File: src/sv/cfr_pkg.sv
// ----------------------------------------------------------------------------
// cfr_pkg
// Shared constants and controller/datapath interface types of the command
// frame receiver.
// ----------------------------------------------------------------------------
package cfr_pkg;

    // Default depth of the payload buffer.
    localparam int DEF_PAYLOAD_DEPTH = 64;

    // Field widths.
    localparam int LEN_W  = 6;
    localparam int KIND_W = 2;
    localparam int STAT_W = 2;
    localparam int SUM_W  = 16;
    localparam int TICK_W = 16;

    // Frame framing bytes.
    localparam logic [7:0] START_CODE = 8'hCC;
    localparam logic [7:0] STOP_CODE  = 8'h99;

    // Request kind that carries a payload.
    localparam logic [KIND_W-1:0] KIND_WRITE = 2'd3;

    // Result status codes.
    localparam logic [STAT_W-1:0] ST_OK      = 2'd0;
    localparam logic [STAT_W-1:0] ST_SUM     = 2'd1;
    localparam logic [STAT_W-1:0] ST_STOP    = 2'd2;
    localparam logic [STAT_W-1:0] ST_TIMEOUT = 2'd3;

    // Reset value of the timeout register.
    localparam logic [TICK_W-1:0] TIMEOUT_RESET = 16'd100;

    // Register index of timeout_ticks.
    localparam logic REG_TIMEOUT = 1'b0;

    // Commands from the controller to the datapath.
    typedef struct packed {
        logic              clear_frame;
        logic              load_cmd;
        logic              store_pay;
        logic              load_hi;
        logic              load_lo;
        logic              tick;
        logic              out_err;
        logic              out_single;
        logic              emit_start;
        logic              emit_next;
        logic [STAT_W-1:0] err_code;
    } t_cmd;

    // Status from the datapath to the controller.
    typedef struct packed {
        logic is_start;
        logic is_stop;
        logic has_payload;
        logic pay_done;
        logic sum_ok;
        logic len_zero;
        logic timeout_hit;
        logic emit_last;
        logic out_free;
    } t_stat;

endpackage

File: src/sv/cfr_ctrl.sv
// ----------------------------------------------------------------------------
// cfr_ctrl
// Frame phase state machine: steers the datapath through a frame and through
// the release of buffered payload words.
// ----------------------------------------------------------------------------
module cfr_ctrl (
    input  logic          i_clk,
    input  logic          i_rst_n,
    input  logic          i_valid,
    input  logic          i_op,
    output logic          o_ready,
    input  cfr_pkg::t_stat i_stat,
    output cfr_pkg::t_cmd  o_cmd
);

    localparam logic [2:0] S_IDLE = 3'd0;
    localparam logic [2:0] S_CMD  = 3'd1;
    localparam logic [2:0] S_PAY  = 3'd2;
    localparam logic [2:0] S_SHI  = 3'd3;
    localparam logic [2:0] S_SLO  = 3'd4;
    localparam logic [2:0] S_STOP = 3'd5;
    localparam logic [2:0] S_EMIT = 3'd6;

    logic [2:0] r_state;
    logic [2:0] n_state;
    logic       accept;

    // Every input word may produce one result, so words are taken only when
    // the output register is free or drains in this cycle.
    assign o_ready = (r_state != S_EMIT) && i_stat.out_free;
    assign accept  = i_valid && o_ready;

    always_comb begin
        o_cmd   = '0;
        n_state = r_state;
        if (r_state == S_EMIT) begin
            if (i_stat.out_free) begin
                o_cmd.emit_next = 1'b1;
                if (i_stat.emit_last) begin
                    n_state = S_IDLE;
                end
            end
        end else if (accept && i_op) begin
            // Ticks only count inside a frame.
            if (r_state != S_IDLE) begin
                o_cmd.tick = 1'b1;
                if (i_stat.timeout_hit) begin
                    o_cmd.out_err  = 1'b1;
                    o_cmd.err_code = cfr_pkg::ST_TIMEOUT;
                    n_state        = S_IDLE;
                end
            end
        end else if (accept) begin
            unique case (r_state)
                S_IDLE: begin
                    if (i_stat.is_start) begin
                        o_cmd.clear_frame = 1'b1;
                        n_state           = S_CMD;
                    end
                end
                S_CMD: begin
                    o_cmd.load_cmd = 1'b1;
                    n_state        = i_stat.has_payload ? S_PAY : S_SHI;
                end
                S_PAY: begin
                    o_cmd.store_pay = 1'b1;
                    if (i_stat.pay_done) begin
                        n_state = S_SHI;
                    end
                end
                S_SHI: begin
                    o_cmd.load_hi = 1'b1;
                    n_state       = S_SLO;
                end
                S_SLO: begin
                    o_cmd.load_lo = 1'b1;
                    n_state       = S_STOP;
                end
                S_STOP: begin
                    n_state = S_IDLE;
                    if (!i_stat.is_stop) begin
                        o_cmd.out_err  = 1'b1;
                        o_cmd.err_code = cfr_pkg::ST_STOP;
                    end else if (!i_stat.sum_ok) begin
                        o_cmd.out_err  = 1'b1;
                        o_cmd.err_code = cfr_pkg::ST_SUM;
                    end else if (i_stat.len_zero) begin
                        o_cmd.out_single = 1'b1;
                    end else begin
                        o_cmd.emit_start = 1'b1;
                        n_state          = S_EMIT;
                    end
                end
                default: begin
                    n_state = S_IDLE;
                end
            endcase
        end
    end

    always_ff @(posedge i_clk) begin
        if (!i_rst_n) begin
            r_state <= S_IDLE;
        end else begin
            r_state <= n_state;
        end
    end

endmodule

File: src/sv/cfr_dp.sv
// ----------------------------------------------------------------------------
// cfr_dp
// Frame datapath: command and length capture, running sum, checksum word,
// tick counter, timeout register, payload buffer and the output register.
// ----------------------------------------------------------------------------
module cfr_dp #(
    parameter int PAYLOAD_DEPTH = cfr_pkg::DEF_PAYLOAD_DEPTH
) (
    input  logic                         i_clk,
    input  logic                         i_rst_n,
    input  logic [7:0]                   i_byte,
    input  logic                         i_cfg_we,
    input  logic [cfr_pkg::TICK_W-1:0]   i_cfg_data,
    output logic [cfr_pkg::TICK_W-1:0]   o_timeout,
    input  cfr_pkg::t_cmd                i_cmd,
    output cfr_pkg::t_stat               o_stat,
    input  logic                         i_out_ready,
    output logic                         o_out_valid,
    output logic [cfr_pkg::KIND_W-1:0]   o_kind,
    output logic [cfr_pkg::STAT_W-1:0]   o_status,
    output logic [cfr_pkg::LEN_W-1:0]    o_len,
    output logic [cfr_pkg::LEN_W-1:0]    o_idx,
    output logic [7:0]                   o_data,
    output logic                         o_last
);

    localparam int AW = $clog2(PAYLOAD_DEPTH);

    logic [7:0]                 r_mem [PAYLOAD_DEPTH];
    logic [7:0]                 r_rd_data;
    logic [AW-1:0]              rd_addr;

    logic [cfr_pkg::TICK_W-1:0] r_timeout;
    logic [cfr_pkg::TICK_W-1:0] r_tick;
    logic [cfr_pkg::TICK_W-1:0] n_tick;
    logic [7:0]                 r_cmd;
    logic [cfr_pkg::LEN_W-1:0]  r_len;
    logic [cfr_pkg::LEN_W-1:0]  r_cnt;
    logic [cfr_pkg::LEN_W-1:0]  n_cnt;
    logic [cfr_pkg::LEN_W-1:0]  r_idx;
    logic [cfr_pkg::SUM_W-1:0]  r_sum;
    logic [cfr_pkg::SUM_W-1:0]  r_chk;

    logic                       r_out_valid;
    logic [cfr_pkg::KIND_W-1:0] r_o_kind;
    logic [cfr_pkg::STAT_W-1:0] r_o_status;
    logic [cfr_pkg::LEN_W-1:0]  r_o_len;
    logic [cfr_pkg::LEN_W-1:0]  r_o_idx;
    logic [7:0]                 r_o_data;
    logic                       r_o_last;
    logic                       out_load;

    assign n_tick = (r_tick == '1) ? r_tick : r_tick + 1'b1;
    assign n_cnt  = r_cnt + 1'b1;

    always_comb begin
        o_stat.is_start    = (i_byte == cfr_pkg::START_CODE);
        o_stat.is_stop     = (i_byte == cfr_pkg::STOP_CODE);
        o_stat.has_payload = (i_byte[7:6] == cfr_pkg::KIND_WRITE)
                             && (i_byte[5:0] != '0);
        o_stat.pay_done    = (n_cnt >= r_len);
        o_stat.sum_ok      = (r_sum == r_chk);
        o_stat.len_zero    = (r_len == '0);
        o_stat.timeout_hit = (n_tick >= r_timeout);
        o_stat.emit_last   = (r_idx == r_len - 1'b1);
        o_stat.out_free    = !r_out_valid || i_out_ready;
    end

    // The read address runs one word ahead of the output, so a buffered
    // payload word can leave on every cycle while the output register is free.
    always_comb begin
        if (i_cmd.emit_start) begin
            rd_addr = '0;
        end else if (i_cmd.emit_next) begin
            rd_addr = AW'(r_idx + 1'b1);
        end else begin
            rd_addr = AW'(r_idx);
        end
    end

    always_ff @(posedge i_clk) begin
        if (i_cmd.store_pay) begin
            r_mem[AW'(r_cnt)] <= i_byte;
        end
        r_rd_data <= r_mem[rd_addr];
    end

    always_ff @(posedge i_clk) begin
        if (!i_rst_n) begin
            r_timeout <= cfr_pkg::TIMEOUT_RESET;
            r_tick    <= '0;
        end else begin
            if (i_cfg_we) begin
                r_timeout <= i_cfg_data;
            end
            if (i_cmd.clear_frame) begin
                r_tick <= '0;
            end else if (i_cmd.tick) begin
                r_tick <= n_tick;
            end
        end
    end

    always_ff @(posedge i_clk) begin
        if (i_cmd.clear_frame) begin
            r_cmd <= '0;
            r_len <= '0;
            r_cnt <= '0;
            r_sum <= '0;
            r_chk <= '0;
        end
        if (i_cmd.load_cmd) begin
            r_cmd <= i_byte;
            r_sum <= {8'h00, i_byte};
            r_cnt <= '0;
            r_len <= (i_byte[7:6] == cfr_pkg::KIND_WRITE) ? i_byte[5:0] : '0;
        end
        if (i_cmd.store_pay) begin
            r_sum <= r_sum + {8'h00, i_byte};
            r_cnt <= n_cnt;
        end
        if (i_cmd.load_hi) begin
            r_chk <= {i_byte, 8'h00};
        end
        if (i_cmd.load_lo) begin
            r_chk <= {r_chk[15:8], i_byte};
        end
        if (i_cmd.emit_start) begin
            r_idx <= '0;
        end else if (i_cmd.emit_next) begin
            r_idx <= r_idx + 1'b1;
        end
    end

    assign out_load = i_cmd.out_err || i_cmd.out_single || i_cmd.emit_next;

    always_ff @(posedge i_clk) begin
        if (!i_rst_n) begin
            r_out_valid <= 1'b0;
        end else if (out_load) begin
            r_out_valid <= 1'b1;
        end else if (i_out_ready) begin
            r_out_valid <= 1'b0;
        end
    end

    always_ff @(posedge i_clk) begin
        if (i_cmd.out_err) begin
            r_o_kind   <= '0;
            r_o_status <= i_cmd.err_code;
            r_o_len    <= '0;
            r_o_idx    <= '0;
            r_o_data   <= '0;
            r_o_last   <= 1'b1;
        end else if (i_cmd.out_single) begin
            r_o_kind   <= r_cmd[7:6];
            r_o_status <= cfr_pkg::ST_OK;
            r_o_len    <= '0;
            r_o_idx    <= '0;
            r_o_data   <= '0;
            r_o_last   <= 1'b1;
        end else if (i_cmd.emit_next) begin
            r_o_kind   <= r_cmd[7:6];
            r_o_status <= cfr_pkg::ST_OK;
            r_o_len    <= r_len;
            r_o_idx    <= r_idx;
            r_o_data   <= r_rd_data;
            r_o_last   <= o_stat.emit_last;
        end
    end

    assign o_timeout   = r_timeout;
    assign o_out_valid = r_out_valid;
    assign o_kind      = r_o_kind;
    assign o_status    = r_o_status;
    assign o_len       = r_o_len;
    assign o_idx       = r_o_idx;
    assign o_data      = r_o_data;
    assign o_last      = r_o_last;

endmodule

File: src/sv/command_frame_receiver.sv
// ----------------------------------------------------------------------------
// command_frame_receiver
// Serial command frame parser with an additive 16-bit checksum.
// ----------------------------------------------------------------------------
// The block takes one word per accepted input: a received serial byte in
// tdata when tuser is 0, or one timer tick when tuser is 1. A frame is the
// start byte 0xCC, a command byte whose top two bits give the request kind,
// for a write as many payload bytes as the low six command bits, a checksum
// sent high byte first that must equal the 16-bit sum of the command and
// payload bytes, and the stop byte 0x99. A good frame without payload yields
// one result word on its stop byte; a good write with payload releases its
// buffered bytes from the payload buffer, one result word per cycle while the
// output register is free, with tlast on the final one, and the input is held
// off while they leave. A bad stop byte, a checksum mismatch, or reaching the
// timeout_ticks register value in ticks counted since the start byte yields a
// single error result word. A single output register sits between the two
// sides, so an input word is taken only when that register is empty or drains
// in the same cycle and no buffered bytes are leaving. The only register,
// timeout_ticks, sits at byte address 0 of the APB port and should be written
// while the block is idle.
// ----------------------------------------------------------------------------
module command_frame_receiver #(
    parameter int PAYLOAD_DEPTH = cfr_pkg::DEF_PAYLOAD_DEPTH
) (
    input  logic        i_clk,
    input  logic        i_rst_n,
    // Input stream.
    input  logic        i_s_tvalid,
    output logic        o_s_tready,
    input  logic [7:0]  i_s_tdata,   // [7:0] rx_byte
    input  logic        i_s_tuser,   // [0] operation
    // Result stream.
    output logic        o_m_tvalid,
    input  logic        i_m_tready,
    // [1:0] request_kind, [3:2] status, [9:4] payload_length,
    // [15:10] payload_index, [23:16] payload_byte
    output logic [23:0] o_m_tdata,
    output logic        o_m_tlast,   // last
    // Configuration port.
    input  logic        psel,
    input  logic        penable,
    input  logic        pwrite,
    input  logic [2:0]  paddr,
    input  logic [31:0] pwdata,
    output logic [31:0] prdata,
    output logic        pready
);

    cfr_pkg::t_cmd               cmd;
    cfr_pkg::t_stat              stat;
    logic                        cfg_we;
    logic [cfr_pkg::TICK_W-1:0]  timeout;
    logic [cfr_pkg::KIND_W-1:0]  out_kind;
    logic [cfr_pkg::STAT_W-1:0]  out_status;
    logic [cfr_pkg::LEN_W-1:0]   out_len;
    logic [cfr_pkg::LEN_W-1:0]   out_idx;
    logic [7:0]                  out_data;

    // The port never waits. Register index is paddr[2]; other indexes are
    // ignored on write and read back as zero.
    assign pready = 1'b1;
    assign cfg_we = psel && penable && pwrite && (paddr[2] == cfr_pkg::REG_TIMEOUT);

    always_comb begin
        if (paddr[2] == cfr_pkg::REG_TIMEOUT) begin
            prdata = {16'h0000, timeout};
        end else begin
            prdata = '0;
        end
    end

    cfr_ctrl u_ctrl (
        .i_clk   (i_clk),
        .i_rst_n (i_rst_n),
        .i_valid (i_s_tvalid),
        .i_op    (i_s_tuser),
        .o_ready (o_s_tready),
        .i_stat  (stat),
        .o_cmd   (cmd)
    );

    cfr_dp #(
        .PAYLOAD_DEPTH (PAYLOAD_DEPTH)
    ) u_dp (
        .i_clk       (i_clk),
        .i_rst_n     (i_rst_n),
        .i_byte      (i_s_tdata),
        .i_cfg_we    (cfg_we),
        .i_cfg_data  (pwdata[15:0]),
        .o_timeout   (timeout),
        .i_cmd       (cmd),
        .o_stat      (stat),
        .i_out_ready (i_m_tready),
        .o_out_valid (o_m_tvalid),
        .o_kind      (out_kind),
        .o_status    (out_status),
        .o_len       (out_len),
        .o_idx       (out_idx),
        .o_data      (out_data),
        .o_last      (o_m_tlast)
    );

    assign o_m_tdata = {out_data, out_idx, out_len, out_status, out_kind};

endmodule
File: config.mk
export PLATFORM = sky130hd
export DESIGN_NAME = command_frame_receiver
export DESIGN_NICKNAME = d
export VERILOG_FILES = /design/src/sv/cfr_pkg.sv /design/src/sv/cfr_ctrl.sv /design/src/sv/cfr_dp.sv /design/src/sv/command_frame_receiver.sv
export SDC_FILE = /design/constraint.sdc
export NUM_CORES = 1
export LEC_CHECK = 0
export BUFFER_PORTS_ARGS = -buffer_cell sky130_fd_sc_hd__buf_4
export CORE_AREA = 2 2 284 286
export CTS_CLUSTER_DIAMETER = 50
export DETAILED_ROUTE_END_ITERATION = 6
export DIE_AREA = 0 0 286 288
export SLEW_MARGIN = 20
export SYNTH_ARGS = -nofsm -noshare
export SYNTH_HDL_FRONTEND = slang
export SYNTH_HIERARCHICAL = 1
export SYNTH_SLANG_ARGS = --single-unit
File: constraint.sdc
create_clock -name i_clk -period 4.67 [get_ports i_clk]
set_input_delay 0.934 -clock i_clk [delete_from_list [all_inputs] [get_ports i_clk]]
set_output_delay 0.934 -clock i_clk [all_outputs]
set_load 0.01 [all_outputs]
Word level (Yosys, flattened, before mapping)
Memories as Yosys holds them, arrays and structs flattened. A register that Yosys moved wholly into a read port is not among the register bits. Cells that the tools add are included.

Word-level logic and storage cells: 145. Memories kept: 1. RAM bits: 512. Flip-flop bits (word level): 119. ROM bits: 0. Latch bits: 0.

Memories: u_dp.r_mem (depth 64, bits a word 8, rd ports 1, clocked after memory_dff 1, wr ports 1, line cfr_dp.sv:29) `logic [7:0] r_mem [PAYLOAD_DEPTH];`.

$add $sub $neg: 5. Multiply operators: 0. $lt $le $gt $ge: 2. Reductions and logical operators: 27. Shift operators: 0. Equality and inequality tests: 19. Bitwise logic cells: 3. Divide/modulo/power cells: 0. Muxes and demuxes: 71.

Operator list (number): $mux W16 (6); $mux W3 (14); $mux W6 (7); $mux W2 (16); $mux W8 (3); $mux W1 (21); $pmux W3 S6 (1); $add A16 B1 Y16 const B (1); $add A16 B8 Y16 (1); $eq A16 B16 Y1 (1); $eq A16 B16 Y1 const B (1); $eq A8 B8 Y1 const B (2); $ge A16 B16 Y1 (1); $reduce_bool A3 Y1 (5); $add A6 B1 Y6 const B (2); $mux W5 (2); $eq A3 B3 Y1 const B (3); $mux W9 (1); $ne A4 B2 Y1 const B (2); $reduce_bool A2 Y1 (4); $logic_and A1 B1 Y1 (7); $reduce_and A7 Y1 (1); $eq A3 B2 Y1 const B (2); $eq A6 B6 Y1 (1); 16 further kinds (22).

Depth between registers and ports, before layout
Depth in word-level cells: 11. Gate-level depth with buffers: 22. Depth with buffers taken out: 20.

By module
Netlist, hierarchy kept.

By module, submodules not included: cfr_dp (times used 1, area each 26925.8 um^2, sequential area each 18217.5 um^2, cells each 1990); cfr_ctrl (times used 1, area each 416.6 um^2, sequential area each 60.1 um^2, cells each 59); command_frame_receiver (times used 1, area each 271.5 um^2, sequential area each 0.0 um^2, cells each 37).

Worst setup path before layout
No wires, ideal clock.

Path kind: reg-to-reg. Start: register u_dp/r_tick[7] (netlist bit). End: register u_dp.r_o_last (netlist: u_dp/o_last). Library setup time: 122 ps. Path buffers: 2. Required time: 4548 ps. Path slack: 565 ps. Cell stages (with the launch flop): 22. Arrival time: 3983 ps. Cells stage by stage: dfxtp_1 > clkbuf_1 > and3_1 > nand4_1 > nor2_1 > nand2_1 > buf_1 > xnor2_1 > ha_1 > nand2b_1 > a21o_1 > a21o_1 > a21o_1 > a21oi_1 > o21ai_0 > a221oi_1 > o21ai_0 > nand2b_1 > or2_2 > o21ai_0 > or2_2 > o32a_1.

RTL lines: start: declaration (line cfr_dp.sv:34) `logic [cfr_pkg::TICK_W-1:0] r_tick;`; start signal: assignment (line cfr_dp.sv:99) `r_tick <= n_tick;`; end signal: assignment (line cfr_dp.sv:168) `r_o_last <= o_stat.emit_last;`; end: declaration (line cfr_dp.sv:50) `logic r_o_last;`.

==> flow_summary.json <==
{
  "grt_first_pass_wirelength_um": 108000,
  "cts.sink_count": 633,
  "synth-edff-count": 560,
  "number_of_rows_in_the_core_area": 104,
  "worst_flop_to_flop_path_startpoint": "u_dp/r_sum[14]",
  "total_wire_length_after_detailed_routing_um": 72000,
  "die_area_um2": 82400,
  "wl_per_cell_um": 21.6,
  "largest_net_degree_at_the_start_of_global_routing": 72,
  "ctsRootBufferMaster": "sky130_fd_sc_hd__clkbuf_16",
  "routabilityCongestion": 0.834,
  "finish.cell_count_without_fillers": 3336,
  "powerDensity_nw_per_um2": 377,
  "power.leakage_nw": 11.7,
  "timing_hold_violations_final": 0,
  "synth_flop_cell": "sky130_fd_sc_hd__edfxtp_1",
  "clock_path_buffers": 3,
  "antenna-diode-count": 0,
  "timing.max_slew.rel_slack_pct": 34.1,
  "critical_path.reg2reg.endpoint": "u_dp/r_rd_data[2]",
  "area_growth_pct": 16.7,
  "clk_transition_reported_paths_ns": 0.06,
  "groute.layer.met1.usage_pct": 24.2,
  "drive_gt1_share_pct": 16.0,
  "reg2reg_depth": 16,
  "drv.max_cap_violation_count": 0,
  "fin_crit_ns": 4.32,
  "clk_latency_ns": 0.62,
  "end_kind": "register",
  "synth-seq-cells": 633,
  "cts_max_level": 3,
  "critical_path.max_fanout": 33,
  "coreArea_um2": 79600,
  "cts-hold-fix-buffers": 0,
  "final.setup_skew_ns": 0.0271,
  "mappedNetlistArea_um2": 27600,
  "grt_setup_unrepaired": "false",
  "start_util_pct": 34.7,
  "grt_use_met2_pct": 26.8,
  "synth-warning-count": 6,
  "grt_usage_pct": 17.4,
  "max_clock_freq_mhz": 231,
  "io_pins": 111,
  "num-nets-final": 2301,
  "floorplan.die.width_um": 286,
  "setup_viol_count_final": 0,
  "die_y_um": 288,
  "ff2ff_setup_slack_ns": 0.35,
  "first_pass_iters": 5,
  "design_power_total_w": 0.0122,
  "report.final.slew_viol_count": 0,
  "worstSetupStartpointType": "register",
  "worstSetupPathType": "register to register",
  "placed_cells": 3197,
  "tritoncts": "done",
  "via_count_of_the_first_global_routing_pass": 17200,
  "drt_first_iter_violations": 1722,
  "final.period_utilization_pct": 92.6,
  "final_antenna_net_count": 0,
  "met3_usage_pct": 3.86,
  "dp_hpwl_um": 45200,
  "number_of_antenna_violations_at_the_first_check_in_global_routing": 0,
  "gr-max-usage-layer": "met2",
  "worst_ep_required_time_ns": 5.22,
  "result_of_the_run": "finished clean",
  "via_count": 17600,
  "synth_area_per_cell_um2": 13.2,
  "synth_sequential_area_ratio_pct": 66.2,
  "tightest_slew_ns": 0.985,
  "cts-buffers-inserted": 75,
  "drc": 0,
  "startpoint": "u_dp/r_sum[14]",
  "power.ir.vdd_worst_mv": 0.283,
  "globalRouteOverflowTotal": 0,
  "buffer_ports.inserted": 75,
  "critical_path.endpoint": "u_dp/r_rd_data[2]",
  "worst-endpoint-arrival_ns": 4.87,
  "synth.lib_cells_used.distinct": 76,
  "holdCritPathClass": "register to register",
  "synth_async_sr_flop_share_pct": 0,
  "vias_per_cell": 5.29,
  "post_synth_inst_count": 2086
}
==> layer usage <==
layer  routed length, um  vias to the layer above
li1                    -                     8057
met1               31300                     8734
met2               32300                      735
met3                5990                      116
met4                2410                        0
met5                   0                        -
==> cell usage after synthesis, types with 9 or more instances <==
master                     instances  area share (%)
sky130_fd_sc_hd__edfxtp_1        560              61
sky130_fd_sc_hd__a311oi_1         33             1.0
sky130_fd_sc_hd__a211oi_1         10            0.27
sky130_fd_sc_hd__a221oi_1         10            0.32
sky130_fd_sc_hd__nand3_1          79             1.4
sky130_fd_sc_hd__a211o_1           9            0.29
sky130_fd_sc_hd__o21ai_0          44            0.80
sky130_fd_sc_hd__clkbuf_1         74             1.0
sky130_fd_sc_hd__buf_2            35            0.63
sky130_fd_sc_hd__o22ai_1          11            0.25
sky130_fd_sc_hd__buf_4            24            0.65
sky130_fd_sc_hd__nand2_1         243             3.3
sky130_fd_sc_hd__dfxtp_1          73             5.3
sky130_fd_sc_hd__mux4_2           16             1.3
sky130_fd_sc_hd__xor2_1           16            0.51
sky130_fd_sc_hd__a21o_1           11            0.30
sky130_fd_sc_hd__o21a_1           10            0.27
sky130_fd_sc_hd__nor4_1           13            0.29
sky130_fd_sc_hd__nand4_1          15            0.34
sky130_fd_sc_hd__a32oi_1          32             1.0
sky130_fd_sc_hd__mux2i_1         137             5.0
sky130_fd_sc_hd__inv_1            31            0.42
sky130_fd_sc_hd__ha_1             35             1.6
sky130_fd_sc_hd__nand2b_1         14            0.32
sky130_fd_sc_hd__or2_2            16            0.36
sky130_fd_sc_hd__nor2b_1          33            0.75
sky130_fd_sc_hd__o311ai_1         13            0.41
sky130_fd_sc_hd__and2_1           43            0.97
sky130_fd_sc_hd__and3_1           43            0.97
sky130_fd_sc_hd__nor2_1          134             1.8
sky130_fd_sc_hd__xnor2_1          46             1.5
sky130_fd_sc_hd__a21oi_1         100             1.8
==> power breakdown <==
part           switching (W)  total (W)  leakage (nW)  internal, W
combinational       0.000149   0.000207          4.79    0.0000577
sequential        0.00000728    0.00616          5.68      0.00615
clock                0.00235    0.00579          1.19      0.00345
total                0.00250     0.0122          11.7      0.00966
==> logic make-up after synthesis <==
kind of cell | Yosys count | synth area share [%]
AOI/OAI and AO/OA | 328 | 8.21
muxes | 161 | 6.69
other | 2 | 0.0272
DFF | 633 | 66.2
and+or+nand+nor | 681 | 12.0
xor gates and xnor gates | 63 | 2.03
adders and majority gates | 36 | 1.66
buffers and inverters | 182 | 3.17
==> layout by cell type, fill, tap and decap left out, types with 15 or more instances in the layout <==
cell type                     n
sky130_fd_sc_hd__edfxtp_1   560
sky130_fd_sc_hd__nand2_1    243
sky130_fd_sc_hd__buf_4      178
sky130_fd_sc_hd__mux2i_1    137
sky130_fd_sc_hd__nor2_1     132
sky130_fd_sc_hd__a21oi_1    100
sky130_fd_sc_hd__nand3_1     79
sky130_fd_sc_hd__clkbuf_16   75
sky130_fd_sc_hd__dfxtp_1     73
sky130_fd_sc_hd__xnor2_1     46
sky130_fd_sc_hd__o21ai_0     44
sky130_fd_sc_hd__and3_1      43
sky130_fd_sc_hd__and2_1      43
sky130_fd_sc_hd__ha_1        35
sky130_fd_sc_hd__nor2b_1     33
sky130_fd_sc_hd__a311oi_1    33
sky130_fd_sc_hd__a32oi_1     32
sky130_fd_sc_hd__inv_1       30
sky130_fd_sc_hd__clkbuf_1    22
sky130_fd_sc_hd__conb_1      17
sky130_fd_sc_hd__xor2_1      16
sky130_fd_sc_hd__mux4_2      16
sky130_fd_sc_hd__or2_2       15
sky130_fd_sc_hd__nand4_1     15
==> critical path: stages (launching register included) <==
cell and delay, ns:
sky130_fd_sc_hd__edfxtp_1 0.44, sky130_fd_sc_hd__xnor2_1 0.22, sky130_fd_sc_hd__nand4_1 0.14, sky130_fd_sc_hd__nor4_2 0.46, sky130_fd_sc_hd__nand3b_1 0.24, sky130_fd_sc_hd__nor2_4 0.39
sky130_fd_sc_hd__nor2b_1 0.11, sky130_fd_sc_hd__mux2i_2 0.25, sky130_fd_sc_hd__inv_2 0.09, sky130_fd_sc_hd__buf_4 0.24, sky130_fd_sc_hd__nand3_1 0.14, sky130_fd_sc_hd__buf_4 0.25
sky130_fd_sc_hd__o21ai_0 0.17, sky130_fd_sc_hd__nor4_1 0.54, sky130_fd_sc_hd__buf_4 0.23, sky130_fd_sc_hd__o311ai_0 0.16, sky130_fd_sc_hd__nand3_1 0.15
==> flip-flops by register name (all words and copies together) (netlist names) <==
| name | flops |
|---|---|
| u_dp/o_status | 2 |
| u_dp/r_chk | 16 |
| u_dp/r_idx | 6 |
| u_dp/r_rd_data | 8 |
| u_dp/r_sum | 16 |
| u_dp/r_len | 6 |
| u_dp/r_tick | 16 |
| u_dp/o_timeout | 16 |
| u_dp/r_cmd | 2 |
| u_dp/r_mem | 512 |
| u_dp/o_kind | 2 |
| u_dp/o_idx | 6 |
| u_dp/r_cnt | 6 |
| u_dp/o_last | 1 |
| u_ctrl/r_state | 3 |
| u_dp/o_data | 8 |
| u_dp/o_out_valid | 1 |
| u_dp/o_len | 6 |
==> final cells by class <==
class | instances | area, um2
Tap cell | 1060 | 1330
Multi-Input combinational cell | 1286 | 8560
Fill cell | 7355 | 47400
Sequential cell | 633 | 18300
Clock inverter | 40 | 499
Inverter | 35 | 139
Timing Repair Buffer | 183 | 1440
Clock buffer | 99 | 1990
==> timing repair <==
action,CTS,global route
setup buffers,0,0
resized for setup,0,2
setup endpoints to repair,0,10
==> worst min-delay path by stage <==
stage	from	end	slack, ns	cells after the start
finish	u_dp/r_rd_data[2]	u_dp/o_data[2]	0.46	2
global route	u_dp/o_kind[1]	u_dp/o_kind[1]	0.48	2
CTS	u_dp/o_kind[1]	u_dp/o_kind[1]	0.47	2
detailed placement	u_dp/o_kind[1]	u_dp/o_kind[1]	0.46	2
global placement	u_dp/o_kind[1]	u_dp/o_kind[1]	0.45	2
floorplan	u_dp/r_rd_data[0]	u_dp/o_data[0]	0.44	2
==> metrics by stage <==
stage                     TNS (ns)  setup WS [ns]  hold WS [ns]  cell area, um2  util, %
after floorplan                  0          0.565         0.441           27700        -
after global placement      -0.129        -0.0660         0.450           29700     37.3
after detailed placement    -0.187        -0.0954         0.458           29700     37.3
after CTS                        0          0.208         0.466           32200     40.5
after global routing             0         0.0765         0.482           32200     40.5
final                            0          0.346         0.464           32200     40.5
No activity file was read; power rests on OpenSTA's default activity.
